**config.mk**
```make
export PLATFORM = sky130hd
export DESIGN_NAME = nand_page_command_sequencer_top
export DESIGN_NICKNAME = d
export VERILOG_FILES = /design/src/rtl/npcs_pkg.sv /design/src/rtl/nand_page_command_sequencer_top.sv /design/src/rtl/npcs_front.sv /design/src/rtl/npcs_jobq.sv /design/src/rtl/npcs_back.sv
export SDC_FILE = /design/constraint.sdc
export NUM_CORES = 1
export LEC_CHECK = 0
export ABC_AREA = 1
export BUFFER_PORTS_ARGS = -buffer_cell sky130_fd_sc_hd__buf_4
export CORE_MARGIN = 4
export CORE_UTILIZATION = 62
export CTS_CLUSTER_DIAMETER = 40
export CTS_CLUSTER_SIZE = 10
export DETAILED_ROUTE_END_ITERATION = 10
export PLACE_DENSITY = 0.93
export RECOVER_POWER = 25
export SYNTH_ARGS = -nofsm -noshare
export SYNTH_HDL_FRONTEND = slang
export SYNTH_SLANG_ARGS = --single-unit
```
**constraint.sdc**
```tcl
create_clock -name i_clk -period 4.6 [get_ports i_clk]
set_clock_uncertainty 0.15 [all_clocks]
set_input_delay 0.23 -clock i_clk [delete_from_list [all_inputs] [get_ports i_clk]]
set_output_delay 0.23 -clock i_clk [all_outputs]
set_load 0.01 [all_outputs]
```
**src/rtl/npcs_pkg.sv**
```systemverilog
// Types and constants shared by the NAND page command sequencer.
`timescale 1ns / 1ps
package npcs_pkg;

    localparam int QDEPTH = 4;
    localparam int QPTR_W = 2;
    localparam int STEP_W = 4;

    typedef logic [STEP_W-1:0] t_step;

    typedef enum logic [2:0] {
        FN_READ_ID    = 3'd0,
        FN_START_READ = 3'd1,
        FN_NEXT_READ  = 3'd2,
        FN_START_PROG = 3'd3,
        FN_PROG_BYTE  = 3'd4,
        FN_ERASE      = 3'd5
    } t_func;

    typedef enum logic [2:0] {
        K_SEL   = 3'd0,
        K_CMD   = 3'd1,
        K_ADDR  = 3'd2,
        K_DOUT  = 3'd3,
        K_DIN   = 3'd4,
        K_WAIT  = 3'd5,
        K_DESEL = 3'd6
    } t_kind;

    typedef enum logic [1:0] {
        MD_IDLE = 2'd0,
        MD_READ = 2'd1,
        MD_PROG = 2'd2
    } t_mode;

    typedef enum logic [3:0] {
        OP_READ_ID,
        OP_START_RD,
        OP_START_PG,
        OP_ZERO_LEN,
        OP_RD,
        OP_RD_END,
        OP_RD_PAGE,
        OP_PG,
        OP_PG_END,
        OP_PG_PAGE,
        OP_ERASE,
        OP_REJECT
    } t_op;

    localparam logic [7:0] CMD_READ_ID = 8'h90;
    localparam logic [7:0] ID_ADDR     = 8'h00;
    localparam logic [7:0] CMD_READ_1  = 8'h00;
    localparam logic [7:0] CMD_READ_2  = 8'h30;
    localparam logic [7:0] CMD_PROG_1  = 8'h80;
    localparam logic [7:0] CMD_PROG_2  = 8'h10;
    localparam logic [7:0] CMD_ERASE_1 = 8'h60;
    localparam logic [7:0] CMD_ERASE_2 = 8'hD0;

    // One classified request, as handed from front to back.
    typedef struct packed {
        t_op         op;
        logic [15:0] col;
        logic [23:0] row;
        logic [7:0]  data;
    } t_job;

    typedef struct packed {
        t_kind      kind;
        logic [7:0] cbyte;
    } t_cycle;

endpackage

```
**src/rtl/nand_page_command_sequencer_top.sv**
```systemverilog
// Top level of the NAND page command sequencer.
//
// Requests enter through a push/full queue port: a word is taken on a rising
// edge with push high and full low. Bus cycle words leave through an
// empty/pop port: the oldest word is shown while empty is low and is taken on
// an edge with pop high. Every request yields one to nine words, the final
// one flagged by o_last_of_run; a request that does not fit the mode yields a
// single select word with o_rejected set.
// The front end classifies each request in the cycle it is taken and updates
// mode and page position at once, so requests are taken back to back while
// the four-entry job queue has room. The back end emits one word per clock
// while its output is drained, expanding each request word by word (one
// word for a streamed data byte, up to nine with a page header); the first
// word of a request goes through the job queue and the output register.
// When pop stays low the output word holds, the back end stops, and full
// rises once the job queue fills. Reset clears mode, page position, queue
// and output valid flag; the block takes requests on the next cycle.
`timescale 1ns / 1ps
module nand_page_command_sequencer_top #(
    parameter int PAGE_BYTES      = 2048,
    parameter int PAGES_PER_BLOCK = 64,
    parameter int ADDRESS_BITS    = 28
) (
    input  logic        i_clk,
    input  logic        i_rst_n,
    input  logic        push,
    output logic        full,
    input  logic [2:0]  i_func,
    input  logic [27:0] i_byte_address,
    input  logic [27:0] i_transfer_length,
    input  logic [7:0]  i_write_data,
    output logic        empty,
    input  logic        pop,
    output logic [2:0]  o_cycle_kind,
    output logic [7:0]  o_cycle_byte,
    output logic        o_last_of_run,
    output logic        o_rejected
);

    npcs_pkg::t_job job;
    npcs_pkg::t_job head;
    logic           accept;
    logic           head_valid;
    logic           head_pop;

    assign accept = push && !full;

    npcs_front #(
        .PAGE_BYTES      (PAGE_BYTES),
        .PAGES_PER_BLOCK (PAGES_PER_BLOCK),
        .ADDRESS_BITS    (ADDRESS_BITS)
    ) u_front (
        .i_clk             (i_clk),
        .i_rst_n           (i_rst_n),
        .i_accept          (accept),
        .i_func            (i_func),
        .i_byte_address    (i_byte_address),
        .i_transfer_length (i_transfer_length),
        .i_write_data      (i_write_data),
        .o_job             (job)
    );

    npcs_jobq u_jobq (
        .i_clk        (i_clk),
        .i_rst_n      (i_rst_n),
        .i_wr         (accept),
        .i_job        (job),
        .o_full       (full),
        .i_rd         (head_pop),
        .o_head_valid (head_valid),
        .o_head       (head)
    );

    npcs_back u_back (
        .i_clk         (i_clk),
        .i_rst_n       (i_rst_n),
        .i_head_valid  (head_valid),
        .i_head        (head),
        .o_head_pop    (head_pop),
        .i_pop         (pop),
        .o_empty       (empty),
        .o_cycle_kind  (o_cycle_kind),
        .o_cycle_byte  (o_cycle_byte),
        .o_last_of_run (o_last_of_run),
        .o_rejected    (o_rejected)
    );

endmodule

```
**src/rtl/npcs_front.sv**
```systemverilog
// Front end: classifies requests against the current mode and tracks page position.
`timescale 1ns / 1ps
module npcs_front #(
    parameter int PAGE_BYTES      = 2048,
    parameter int PAGES_PER_BLOCK = 64,
    parameter int ADDRESS_BITS    = 28
) (
    input  logic             i_clk,
    input  logic             i_rst_n,
    input  logic             i_accept,
    input  logic [2:0]       i_func,
    input  logic [27:0]      i_byte_address,
    input  logic [27:0]      i_transfer_length,
    input  logic [7:0]       i_write_data,
    output npcs_pkg::t_job   o_job
);

    localparam int COL_W     = $clog2(PAGE_BYTES);
    localparam int BLK_W     = $clog2(PAGES_PER_BLOCK);
    localparam int MASK_BITS = (ADDRESS_BITS < 28) ? ADDRESS_BITS : 28;
    localparam logic [27:0] ADDR_MASK = 28'((64'(1) << MASK_BITS) - 64'(1));
    localparam logic [COL_W-1:0] COL_LAST = COL_W'(PAGE_BYTES - 1);

    npcs_pkg::t_mode  r_mode, n_mode;
    logic [23:0]      r_row, n_row;
    logic [COL_W-1:0] r_col, n_col;
    logic [27:0]      r_left, n_left;

    logic [27:0]      addr_m;
    logic [23:0]      ld_row;
    logic [COL_W-1:0] ld_col;
    logic [23:0]      er_row;
    logic [27:0]      left_dec;
    logic [23:0]      row_inc;
    logic             left_zero;
    logic             page_end;
    logic             is_idle;

    assign addr_m    = i_byte_address & ADDR_MASK;
    assign ld_row    = 24'(addr_m >> COL_W);
    assign ld_col    = addr_m[COL_W-1:0];
    assign er_row    = 24'((addr_m >> (COL_W + BLK_W)) << BLK_W);
    assign left_dec  = r_left - 28'd1;
    assign left_zero = (left_dec == 28'd0);
    assign row_inc   = r_row + 24'd1;
    assign page_end  = (r_col == COL_LAST);
    assign is_idle   = (r_mode == npcs_pkg::MD_IDLE);

    // Classify the request
    always_comb begin
        o_job.op   = npcs_pkg::OP_REJECT;
        o_job.col  = 16'(r_col);
        o_job.row  = r_row;
        o_job.data = i_write_data;
        priority if (i_func == npcs_pkg::FN_READ_ID && is_idle) begin
            o_job.op = npcs_pkg::OP_READ_ID;
        end else if ((i_func == npcs_pkg::FN_START_READ || i_func == npcs_pkg::FN_START_PROG)
                     && is_idle) begin
            o_job.col = 16'(ld_col);
            o_job.row = ld_row;
            if (i_transfer_length == 28'd0) begin
                o_job.op = npcs_pkg::OP_ZERO_LEN;
            end else if (i_func == npcs_pkg::FN_START_READ) begin
                o_job.op = npcs_pkg::OP_START_RD;
            end else begin
                o_job.op = npcs_pkg::OP_START_PG;
            end
        end else if (i_func == npcs_pkg::FN_NEXT_READ && r_mode == npcs_pkg::MD_READ) begin
            o_job.col = 16'd0;
            o_job.row = row_inc;
            if (left_zero) begin
                o_job.op = npcs_pkg::OP_RD_END;
            end else if (page_end) begin
                o_job.op = npcs_pkg::OP_RD_PAGE;
            end else begin
                o_job.op = npcs_pkg::OP_RD;
            end
        end else if (i_func == npcs_pkg::FN_PROG_BYTE && r_mode == npcs_pkg::MD_PROG) begin
            o_job.col = 16'd0;
            o_job.row = row_inc;
            if (left_zero) begin
                o_job.op = npcs_pkg::OP_PG_END;
            end else if (page_end) begin
                o_job.op = npcs_pkg::OP_PG_PAGE;
            end else begin
                o_job.op = npcs_pkg::OP_PG;
            end
        end else if (i_func == npcs_pkg::FN_ERASE && is_idle) begin
            o_job.op  = npcs_pkg::OP_ERASE;
            o_job.row = er_row;
        end else begin
            o_job.op = npcs_pkg::OP_REJECT;
        end
    end

    // Next mode and page position from the classification
    always_comb begin
        n_mode = r_mode;
        n_row  = r_row;
        n_col  = r_col;
        n_left = r_left;
        unique case (o_job.op)
            npcs_pkg::OP_START_RD, npcs_pkg::OP_START_PG: begin
                n_mode = (o_job.op == npcs_pkg::OP_START_RD) ? npcs_pkg::MD_READ
                                                             : npcs_pkg::MD_PROG;
                n_row  = ld_row;
                n_col  = ld_col;
                n_left = i_transfer_length;
            end
            npcs_pkg::OP_RD_END, npcs_pkg::OP_PG_END: begin
                n_mode = npcs_pkg::MD_IDLE;
                n_left = left_dec;
            end
            npcs_pkg::OP_RD_PAGE, npcs_pkg::OP_PG_PAGE: begin
                n_row  = row_inc;
                n_col  = '0;
                n_left = left_dec;
            end
            npcs_pkg::OP_RD, npcs_pkg::OP_PG: begin
                n_col  = r_col + COL_W'(1);
                n_left = left_dec;
            end
            default: begin
                n_mode = r_mode;
            end
        endcase
    end

    always_ff @(posedge i_clk) begin
        if (!i_rst_n) begin
            r_mode <= npcs_pkg::MD_IDLE;
            r_row  <= '0;
            r_col  <= '0;
            r_left <= '0;
        end else if (i_accept) begin
            r_mode <= n_mode;
            r_row  <= n_row;
            r_col  <= n_col;
            r_left <= n_left;
        end
    end

endmodule

```
**src/rtl/npcs_jobq.sv**
```systemverilog
// Short job queue between the front end and the cycle generator.
`timescale 1ns / 1ps
module npcs_jobq (
    input  logic           i_clk,
    input  logic           i_rst_n,
    input  logic           i_wr,
    input  npcs_pkg::t_job i_job,
    output logic           o_full,
    input  logic           i_rd,
    output logic           o_head_valid,
    output npcs_pkg::t_job o_head
);

    localparam logic [npcs_pkg::QPTR_W:0] CNT_FULL = (npcs_pkg::QPTR_W + 1)'(npcs_pkg::QDEPTH);

    npcs_pkg::t_job                r_mem [npcs_pkg::QDEPTH];
    logic [npcs_pkg::QPTR_W-1:0]   r_wp, r_rp;
    logic [npcs_pkg::QPTR_W:0]     r_cnt, n_cnt;
    logic                          do_wr, do_rd;

    assign o_full       = (r_cnt == CNT_FULL);
    assign o_head_valid = (r_cnt != '0);
    assign o_head       = r_mem[r_rp];
    assign do_wr        = i_wr && !o_full;
    assign do_rd        = i_rd && o_head_valid;

    always_comb begin
        unique case ({do_wr, do_rd})
            2'b10:   n_cnt = r_cnt + (npcs_pkg::QPTR_W + 1)'(1);
            2'b01:   n_cnt = r_cnt - (npcs_pkg::QPTR_W + 1)'(1);
            default: n_cnt = r_cnt;
        endcase
    end

    always_ff @(posedge i_clk) begin
        if (!i_rst_n) begin
            r_wp  <= '0;
            r_rp  <= '0;
            r_cnt <= '0;
        end else begin
            r_cnt <= n_cnt;
            if (do_wr) begin
                r_wp <= r_wp + npcs_pkg::QPTR_W'(1);
            end
            if (do_rd) begin
                r_rp <= r_rp + npcs_pkg::QPTR_W'(1);
            end
        end
    end

    always_ff @(posedge i_clk) begin
        if (do_wr) begin
            r_mem[r_wp] <= i_job;
        end
    end

endmodule

```
**src/rtl/npcs_back.sv**
```systemverilog
// Back end: expands each job into bus cycle words, one per clock while the output register is free or drained.
`timescale 1ns / 1ps
module npcs_back (
    input  logic           i_clk,
    input  logic           i_rst_n,
    input  logic           i_head_valid,
    input  npcs_pkg::t_job i_head,
    output logic           o_head_pop,
    input  logic           i_pop,
    output logic           o_empty,
    output logic [2:0]     o_cycle_kind,
    output logic [7:0]     o_cycle_byte,
    output logic           o_last_of_run,
    output logic           o_rejected
);

    npcs_pkg::t_step  r_step, n_step;
    logic             r_valid, n_valid;
    npcs_pkg::t_cycle r_cyc;
    logic             r_last, r_rej;

    npcs_pkg::t_cycle c_cyc;
    logic             c_last, c_rej;
    logic             adv;
    logic [2:0]       hdr_idx;
    logic [2:0]       pg_idx;

    // Page header: command, two column bytes, three row bytes
    function automatic npcs_pkg::t_cycle hdr_cycle(
        input logic [2:0]  idx,
        input logic [7:0]  cmd,
        input logic [15:0] col,
        input logic [23:0] row
    );
        npcs_pkg::t_cycle c;
        c.kind = (idx == 3'd0) ? npcs_pkg::K_CMD : npcs_pkg::K_ADDR;
        unique case (idx)
            3'd0:    c.cbyte = cmd;
            3'd1:    c.cbyte = col[7:0];
            3'd2:    c.cbyte = col[15:8];
            3'd3:    c.cbyte = row[7:0];
            3'd4:    c.cbyte = row[15:8];
            default: c.cbyte = row[23:16];
        endcase
        return c;
    endfunction

    assign hdr_idx = 3'(r_step - npcs_pkg::t_step'(1));
    assign pg_idx  = 3'(r_step - npcs_pkg::t_step'(3));

    always_comb begin
        c_cyc.kind  = npcs_pkg::K_SEL;
        c_cyc.cbyte = 8'h00;
        c_last      = 1'b0;
        c_rej       = 1'b0;
        unique case (i_head.op)
            npcs_pkg::OP_READ_ID: begin
                priority if (r_step == npcs_pkg::t_step'(0)) begin
                    c_cyc.kind = npcs_pkg::K_SEL;
                end else if (r_step == npcs_pkg::t_step'(1)) begin
                    c_cyc.kind  = npcs_pkg::K_CMD;
                    c_cyc.cbyte = npcs_pkg::CMD_READ_ID;
                end else if (r_step == npcs_pkg::t_step'(2)) begin
                    c_cyc.kind  = npcs_pkg::K_ADDR;
                    c_cyc.cbyte = npcs_pkg::ID_ADDR;
                end else if (r_step <= npcs_pkg::t_step'(7)) begin
                    c_cyc.kind = npcs_pkg::K_DIN;
                end else begin
                    c_cyc.kind = npcs_pkg::K_DESEL;
                    c_last     = 1'b1;
                end
            end
            npcs_pkg::OP_START_RD: begin
                priority if (r_step == npcs_pkg::t_step'(0)) begin
                    c_cyc.kind = npcs_pkg::K_SEL;
                end else if (r_step <= npcs_pkg::t_step'(6)) begin
                    c_cyc = hdr_cycle(hdr_idx, npcs_pkg::CMD_READ_1, i_head.col, i_head.row);
                end else if (r_step == npcs_pkg::t_step'(7)) begin
                    c_cyc.kind  = npcs_pkg::K_CMD;
                    c_cyc.cbyte = npcs_pkg::CMD_READ_2;
                end else begin
                    c_cyc.kind = npcs_pkg::K_WAIT;
                    c_last     = 1'b1;
                end
            end
            npcs_pkg::OP_START_PG: begin
                if (r_step == npcs_pkg::t_step'(0)) begin
                    c_cyc.kind = npcs_pkg::K_SEL;
                end else begin
                    c_cyc = hdr_cycle(hdr_idx, npcs_pkg::CMD_PROG_1, i_head.col, i_head.row);
                end
                c_last = (r_step == npcs_pkg::t_step'(6));
            end
            npcs_pkg::OP_ZERO_LEN: begin
                if (r_step == npcs_pkg::t_step'(0)) begin
                    c_cyc.kind = npcs_pkg::K_SEL;
                end else begin
                    c_cyc.kind = npcs_pkg::K_DESEL;
                    c_last     = 1'b1;
                end
            end
            npcs_pkg::OP_RD: begin
                c_cyc.kind = npcs_pkg::K_DIN;
                c_last     = 1'b1;
            end
            npcs_pkg::OP_RD_END: begin
                if (r_step == npcs_pkg::t_step'(0)) begin
                    c_cyc.kind = npcs_pkg::K_DIN;
                end else begin
                    c_cyc.kind = npcs_pkg::K_DESEL;
                    c_last     = 1'b1;
                end
            end
            npcs_pkg::OP_RD_PAGE: begin
                priority if (r_step == npcs_pkg::t_step'(0)) begin
                    c_cyc.kind = npcs_pkg::K_DIN;
                end else if (r_step <= npcs_pkg::t_step'(6)) begin
                    c_cyc = hdr_cycle(hdr_idx, npcs_pkg::CMD_READ_1, i_head.col, i_head.row);
                end else if (r_step == npcs_pkg::t_step'(7)) begin
                    c_cyc.kind  = npcs_pkg::K_CMD;
                    c_cyc.cbyte = npcs_pkg::CMD_READ_2;
                end else begin
                    c_cyc.kind = npcs_pkg::K_WAIT;
                    c_last     = 1'b1;
                end
            end
            npcs_pkg::OP_PG: begin
                c_cyc.kind  = npcs_pkg::K_DOUT;
                c_cyc.cbyte = i_head.data;
                c_last      = 1'b1;
            end
            npcs_pkg::OP_PG_END, npcs_pkg::OP_PG_PAGE: begin
                priority if (r_step == npcs_pkg::t_step'(0)) begin
                    c_cyc.kind  = npcs_pkg::K_DOUT;
                    c_cyc.cbyte = i_head.data;
                end else if (r_step == npcs_pkg::t_step'(1)) begin
                    c_cyc.kind  = npcs_pkg::K_CMD;
                    c_cyc.cbyte = npcs_pkg::CMD_PROG_2;
                end else if (r_step == npcs_pkg::t_step'(2)) begin
                    c_cyc.kind = npcs_pkg::K_WAIT;
                end else if (i_head.op == npcs_pkg::OP_PG_END) begin
                    c_cyc.kind = npcs_pkg::K_DESEL;
                    c_last     = 1'b1;
                end else begin
                    // page turned: open the next page with a fresh header
                    c_cyc  = hdr_cycle(pg_idx, npcs_pkg::CMD_PROG_1, i_head.col, i_head.row);
                    c_last = (r_step == npcs_pkg::t_step'(8));
                end
            end
            npcs_pkg::OP_ERASE: begin
                priority if (r_step == npcs_pkg::t_step'(0)) begin
                    c_cyc.kind = npcs_pkg::K_SEL;
                end else if (r_step == npcs_pkg::t_step'(1)) begin
                    c_cyc.kind  = npcs_pkg::K_CMD;
                    c_cyc.cbyte = npcs_pkg::CMD_ERASE_1;
                end else if (r_step <= npcs_pkg::t_step'(4)) begin
                    // row bytes only, no column
                    c_cyc = hdr_cycle(3'(r_step + npcs_pkg::t_step'(1)), npcs_pkg::CMD_ERASE_1,
                                      i_head.col, i_head.row);
                end else if (r_step == npcs_pkg::t_step'(5)) begin
                    c_cyc.kind  = npcs_pkg::K_CMD;
                    c_cyc.cbyte = npcs_pkg::CMD_ERASE_2;
                end else if (r_step == npcs_pkg::t_step'(6)) begin
                    c_cyc.kind = npcs_pkg::K_WAIT;
                end else begin
                    c_cyc.kind = npcs_pkg::K_DESEL;
                    c_last     = 1'b1;
                end
            end
            default: begin
                c_cyc.kind = npcs_pkg::K_SEL;
                c_last     = 1'b1;
                c_rej      = 1'b1;
            end
        endcase
    end

    // Advance when a job waits and the output slot is free or being drained
    assign adv        = i_head_valid && (!r_valid || i_pop);
    assign o_head_pop = adv && c_last;

    always_comb begin
        n_valid = r_valid;
        n_step  = r_step;
        if (adv) begin
            n_valid = 1'b1;
            n_step  = c_last ? '0 : r_step + npcs_pkg::t_step'(1);
        end else if (i_pop) begin
            n_valid = 1'b0;
        end
    end

    always_ff @(posedge i_clk) begin
        if (!i_rst_n) begin
            r_valid <= 1'b0;
            r_step  <= '0;
        end else begin
            r_valid <= n_valid;
            r_step  <= n_step;
        end
    end

    always_ff @(posedge i_clk) begin
        if (adv) begin
            r_cyc  <= c_cyc;
            r_last <= c_last;
            r_rej  <= c_rej;
        end
    end

    assign o_empty       = !r_valid;
    assign o_cycle_kind  = r_cyc.kind;
    assign o_cycle_byte  = r_cyc.cbyte;
    assign o_last_of_run = r_last;
    assign o_rejected    = r_rej;

endmodule

```
Yosys cells after proc, flatten, opt, wreduce, memory -nomap -nowiden
Memory sizes are Yosys's and may differ from the RTL's. A register that Yosys moved wholly into a read port is not among the register bits.
Index checks and enable logic that the tools add are counted.
Widths: inputs -> output; s select.
{"block": "classes", "addsub": 10, "n_lt_le_gt_ge": 3, "eq_ne": 47, "mux": 84, "reduce_logical": 43}
{"cell": "$pmux 8 s5", "n": 4}
{"cell": "$mux 44", "n": 2}
{"cell": "$mux 11", "n": 7}
{"cell": "$logic_not 28->1", "n": 2}
{"cell": "$mux 8", "n": 7}
{"cell": "$pmux 28 s2", "n": 1}
{"cell": "$mux 24", "n": 2}
{"cell": "$pmux 24 s2", "n": 1}
{"cell": "$pmux 8 s6", "n": 1}
{"cell": "$eq 4x3->1 const B", "n": 11}
{"cell": "$mux 40", "n": 1}
{"cell": "$mux 3", "n": 11}
{"cell": "$pmux 11 s3", "n": 1}
{"cell": "$pmux 3 s10", "n": 1}
{"cell": "$mux 4", "n": 7}
{"cell": "$sub 28x1->28 const B", "n": 1}
{"cell": "$add 24x1->24 const B", "n": 1}
{"cell": "$eq 3x2->1 const B", "n": 8}
{"cell": "$eq 4x4->1 const B", "n": 6}
{"cell": "$mux 1", "n": 23}
{"cell": "$mux 2", "n": 11}
{"cell": "$eq 3x3->1 const B", "n": 6}
{"cell": "$eq 4x2->1 const B", "n": 4}
{"cell": "$reduce_or 2->1", "n": 7}
{"cell": "other kinds (27)", "n": 61}
{"block": "word_totals", "regBits": 90, "mem_bits_rw": 208, "in_bits": 71, "output_inout_bits": 15, "elab_cells": 201, "memories": 1}
{"name": "u_jobq.r_mem", "depth": 4, "word_bits": 52, "read_ports": 1, "rd_clocked_by_memory_dff": 1, "write_ports": 1, "line_no": "npcs_jobq.sv:16", "rtl": "npcs_pkg::t_job r_mem [npcs_pkg::QDEPTH];"}

Logic depth before layout (Yosys ltp)
{"block": "depth", "ltp_word": 11, "mapped_depth": 23, "ltp_nobuf": 22}

Cells and area by module
Synthesis repeated with hierarchy kept, for this count alone.
{"block": "unflattened", "hier_cells": 2017, "area_unflattened_um2": 17120.2}
{"mod": "npcs_jobq", "n_inst": 1, "cells_each": 571, "area_per_inst_um2": 8739.6, "seq_area_each_um2": 6426.2}
{"mod": "npcs_front", "n_inst": 1, "cells_each": 978, "area_per_inst_um2": 5699.2, "seq_area_each_um2": 1301.2}
{"mod": "npcs_back", "n_inst": 1, "cells_each": 466, "area_per_inst_um2": 2671.3, "seq_area_each_um2": 490.5}
{"mod": "nand_page_command_sequencer_top", "n_inst": 1, "cells_each": 2, "area_per_inst_um2": 10.0, "seq_area_each_um2": 0.0}

Worst setup path before layout
Ideal clock, no wire load.
{"block": "synth_path", "path_type": "reg2reg", "startpoint": "register u_jobq.r_cnt[2] in the netlist's numbering", "endpoint": "memory u_jobq.r_mem[0][0] in the netlist's numbering, enable pin", "setup_ps": 452, "t_arrival_ps": 3157, "required_time_ps": 3998, "setup_slack_ps": 841, "stages_incl_launch_ff": 6, "path_buffers": 0, "synth_period_minus_slack_ps": 3759, "path_cell_list": "dfxtp_1 > inv_1 > nor3_1 > nor2_1 > clkinv_1 > nor2_1"}
{"block": "synth_via", "elab_chain_len": 6}
{"item": "start, declared", "line_no": "npcs_jobq.sv:18", "rtl": "logic [npcs_pkg::QPTR_W:0] r_cnt, n_cnt;"}
{"item": "start signal, assigned", "line_no": "npcs_jobq.sv:41", "rtl": "r_cnt <= n_cnt;"}
{"item": "$eq 3x3->1 (*)", "line_no": "npcs_jobq.sv:21", "rtl": "assign o_full = (r_cnt == CNT_FULL);"}
{"item": "named net full", "line_no": "nand_page_command_sequencer_top.sv:27", "rtl": "output logic full,"}
{"item": "$logic_not 1->1 (*)", "line_no": "nand_page_command_sequencer_top.sv:46, npcs_jobq.sv:24"}
{"item": "$logic_and 1x1->1", "line_no": "nand_page_command_sequencer_top.sv:46", "rtl": "assign accept = push && !full;"}
{"item": "$logic_and 1x1->1 (*)", "line_no": "npcs_jobq.sv:24", "rtl": "assign do_wr = i_wr && !o_full;"}
{"item": "$mux 1 (*)", "line_no": "npcs_jobq.sv:52", "rtl": "if (do_wr) begin"}
{"item": "$mux 1 (not written as such) (*)", "line_no": "npcs_jobq.sv:53", "rtl": "r_mem[r_wp] <= i_job;"}
{"item": "end, declared", "line_no": "npcs_jobq.sv:16"}
The timed path passes the listed nets; every way through them passes the cells marked *.

==> run summary <==
status: complete, but fails checks
failing checks: hold timing, capacitance limit, slew limit
R2R Setup Slk: 0.44 ns
Reg area: 7620 um2
largest family of logic cells by synthesized area: simple AND/OR/NAND/NOR gates
Synth Area in Compound Gates: 15.9%
pwr/cell area: 507 nW/um2
post-synth top area share: 39.6%
combinational group share of total power: 31.7%
Final min period: 4.16 ns
Worst-Skew Late Latency: 0.54 ns
Sw Pwr: 3.36 mW
Post-DP HPWL: 30800 um
Final Non-Filler Cells: 2357
multi-input logic area: 6690 um2
CP Class: reg -> reg
post-route ant nets: 0
Avg WL per Cell: 19.7 um
Final Hold Viols: 1
# fillers: 1668
TritonCTS clock tree: built
largest net degree at the start of global routing: 63
Crit path required time: 4.62 ns
DRT Wirelength: 46500 um
fraction of layout cells with a size suffix above 1: 10.0%
CP max FO: 42
Slew HR: -31.8%
sequential share of power: 35.3%
worst-margin pin slew: 1.98 ns
vias post-DR: 14700
IO Port Bufs: 85
antenna violations before repair: 0
RePlAce Congestion: 1.02
internal power: 5.81 mW
chip height: 165 um
Rows: 57
vias in the first global route: 14100
Critical Path AT: 4.19 ns
# setup viols final: 0
#FFs+latches synth: 280
total of max-cap violations: 1
gr ovfl total: 0
post-synth cell types: 54
global-route wire length before repair: 73300 um
drt drc: 0
Worst setup EP type: flop
Synth Instances: 1861
setup TNS: 0 ns
Pwr Total: 9.17 mW
peak supply drop: 0.334 mV
ys flop type: edfxtp_1
Inserted Clock Buffers: 41
# H-tree levels: 2
Syn Nets: 1955
Clk pwr share: 33.0%
mux cell area share after synthesis: 0%
async set-or-reset flop fraction in the synthesized netlist: 0%
Area Growth Syn to Fin: 18.5%
Post-Synth Adder-Cell Area: 1.93%
Synth area leader: edfxtp_1
antenna fix cells: 0
clk buf depth: 3
Min-Delay Path Class: in -> reg
Synth area leaders: edfxtp_1 40%, nand2_1 11%, dfxtp_1 10%, nor2_1 6.0%, o21ai_0 5.4%
die area: 27200 um2
Net Sw Frac: 36.6%
core area: 24200 um2
number of flops mapped to enable cells by yosys: 201
crit path launch type: flop
Synth Area per Inst: 8.20 um2
Min Hold Slack: -0.00278 ns
post-synthesis simple-gate area fraction: 24.6%
placed cell count: 2221
f_max: 0.240 GHz
register area share after synthesis: 49.9%
CTS Root Cell: clkbuf_16
Vias/cell: 6.24
RSZ-0062 raised after global routing: false
period utilisation layout: 90.5%
Ports: 86
YS warnings: 0
CTS sink cnt: 280
Static Leak: 7.19 nW
Reg clk slew, reported paths: 0.05 ns
final layout net count: 2097
xor/xnor share of the synthesized area: 1.26%
postcts setup bufs: 0
Initial Util: 62.9%
First DRT Iteration DRCs: 1741
First-pass DRT Iterations: 8
synthesized cell area: 15300 um2
die extent in x: 165 um
Pins Over Slew Limit: 43
GRT Resource Usage Total: 34.1%
[critical path, stage by stage, from the launching register on]
cell,delay (ns)
dfxtp_1,0.40
nor2_1,0.08
nand4_1,0.35
inv_1,0.17
nor2_1,0.16
clkbuf_1,1.44
o21ai_0,0.38
o221ai_1,0.31
o21ai_0,0.34
[per-stage QoR]
step / utilization, % / setup slack, ns / cell area, um2 / hold WS [ns]
after detailed placement: 67.0 / 0.656 / 16200 / 0.284
after global routing: 74.6 / 0.170 / 18100 / 0.0456
after CTS: 75.1 / 0.617 / 18200 / 0.00236
after floorplan: - / 0.841 / 15300 / 0.179
after global placement: 67.0 / 0.836 / 16200 / 0.279
final: 74.6 / 0.438 / 18100 / -0.00278
[placed cells by master, fill, tap and decap left out, types with 6 or more instances in the layout]
master         synthesis  final
o221ai_1               8      8
ha_1                  22     22
or2_2                 11     11
a211oi_1               8      8
clkinv_2               1      6
clkinv_1               5      7
nor4_1                 8      8
xnor2_1                6      6
nand3_1               81     81
nor2_1               243    239
o22ai_1               28     28
dfxtp_1               79     79
a31oi_1               19     18
inv_2                  9     10
a32o_1                13     13
o211ai_1              17     17
a32oi_1                7      7
clkbuf_16              0     41
clkbuf_1              45     36
nor3_1                28     29
nand2_2                9      9
xor2_1                16     16
a21oi_1              104    104
inv_1                164    163
nor2_4                 3      7
edfxtp_1             201    201
a22oi_1                7      7
o311ai_0               6      6
nand3b_1              12     12
o21ai_1               13     13
dlygate4sd3_1          0     63
nor2_2                11     11
nand4_1               23     24
o21ai_0              165    165
buf_4                  2     75
nand2_1              432    432
[final cells by class]
cell class / instances / area share (%)
Sequential cell: 280 / 42.1
Multi-Input combinational cell: 1333 / 37.0
Timing Repair Buffer: 168 / 7.58
Clock buffer: 52 / 5.96
Inverter: 179 / 3.72
Tap cell: 324 / 2.24
Clock inverter: 21 / 1.39
[repair_timing]
item,4_1_cts,5_1_grt
hold buffers,63,0
endpoints found under the hold margin,99,0
resized for setup,0,0
[state kept, by name (all words and copies together) (netlist names), named ones only]
| signal | flops |
|---|---|
| u_back.o_cycle_kind | 3 |
| u_front.r_mode | 2 |
| u_front.r_left | 28 |
| u_jobq.r_rp | 2 |
| u_back.r_valid | 1 |
| u_front.r_row | 24 |
| u_jobq.r_mem | 188 |
| u_back.o_rejected | 1 |
| u_front.r_col | 11 |
| u_jobq.r_wp | 2 |
| u_jobq.r_cnt | 3 |
| u_back.o_cycle_byte | 8 |
| u_back.r_step | 4 |
| u_back.o_last_of_run | 1 |
[kinds of logic (layout without fill, tap and decap cells)]
family,after synthesis,in the layout
XOR/XNOR,22,22
adder cells (fa/ha/maj),23,23
AND/OR/NAND/NOR,874,874
buffers and inverters,248,420
AO/OA/AOI/OAI,414,414
flip-flops,280,280
[cells in the mapped netlist (4+ instances only)]
master	number
a211oi_1	8
a21oi_1	104
a221oi_1	5
a22oi_1	7
a31oi_1	19
a32o_1	13
a32oi_1	7
buf_1	11
buf_2	8
clkbuf_1	45
clkinv_1	5
dfxtp_1	79
edfxtp_1	201
ha_1	22
inv_1	164
inv_2	9
nand2_1	432
nand2_2	9
nand3_1	81
nand3b_1	12
nand4_1	23
nor2_1	243
nor2_2	11
nor3_1	28
nor4_1	8
o211ai_1	17
o21ai_0	165
o21ai_1	13
o21ai_2	4
o221ai_1	8
o22ai_1	28
o311ai_0	6
or2_2	11
xnor2_1	6
xor2_1	16
[power by group through the flow]
| stage | clock (mW) | combinational [mW] | sequential (mW) |
|---|---|---|---|
| finish | 3.03 | 2.91 | 3.23 |
| global route | 3.16 | 3.18 | 3.25 |
| CTS | 3.04 | 2.87 | 3.23 |
| detailed placement | 0 | 2.80 | 3.27 |
| global placement | 0 | 2.75 | 3.25 |
| floorplan | 0 | 1.84 | 3.27 |
[routing by layer]
layer / GRT usage (%) / share of wire [%] / vias up
met5: 0 / 0 / -
met4: 14.7 / 5.2 / 0
met3: 7.26 / 10 / 197
met2: 56.5 / 47 / 998
met1: 43.3 / 37 / 6821
li1: - / - / 6682
[final timing paths]
path	from	end	depth (start not counted)
setup / recovery	u_front.r_mode[1]	u_jobq.r_mem[0][16]	8
hold / removal	i_byte_address[23]	u_front.r_row[12]	5
hold reg to reg	u_front.r_col[3]	u_front.r_col[3]	2
setup reg to reg	u_front.r_mode[1]	u_jobq.r_mem[0][16]	8
No activity file was read; power rests on OpenSTA's default activity.
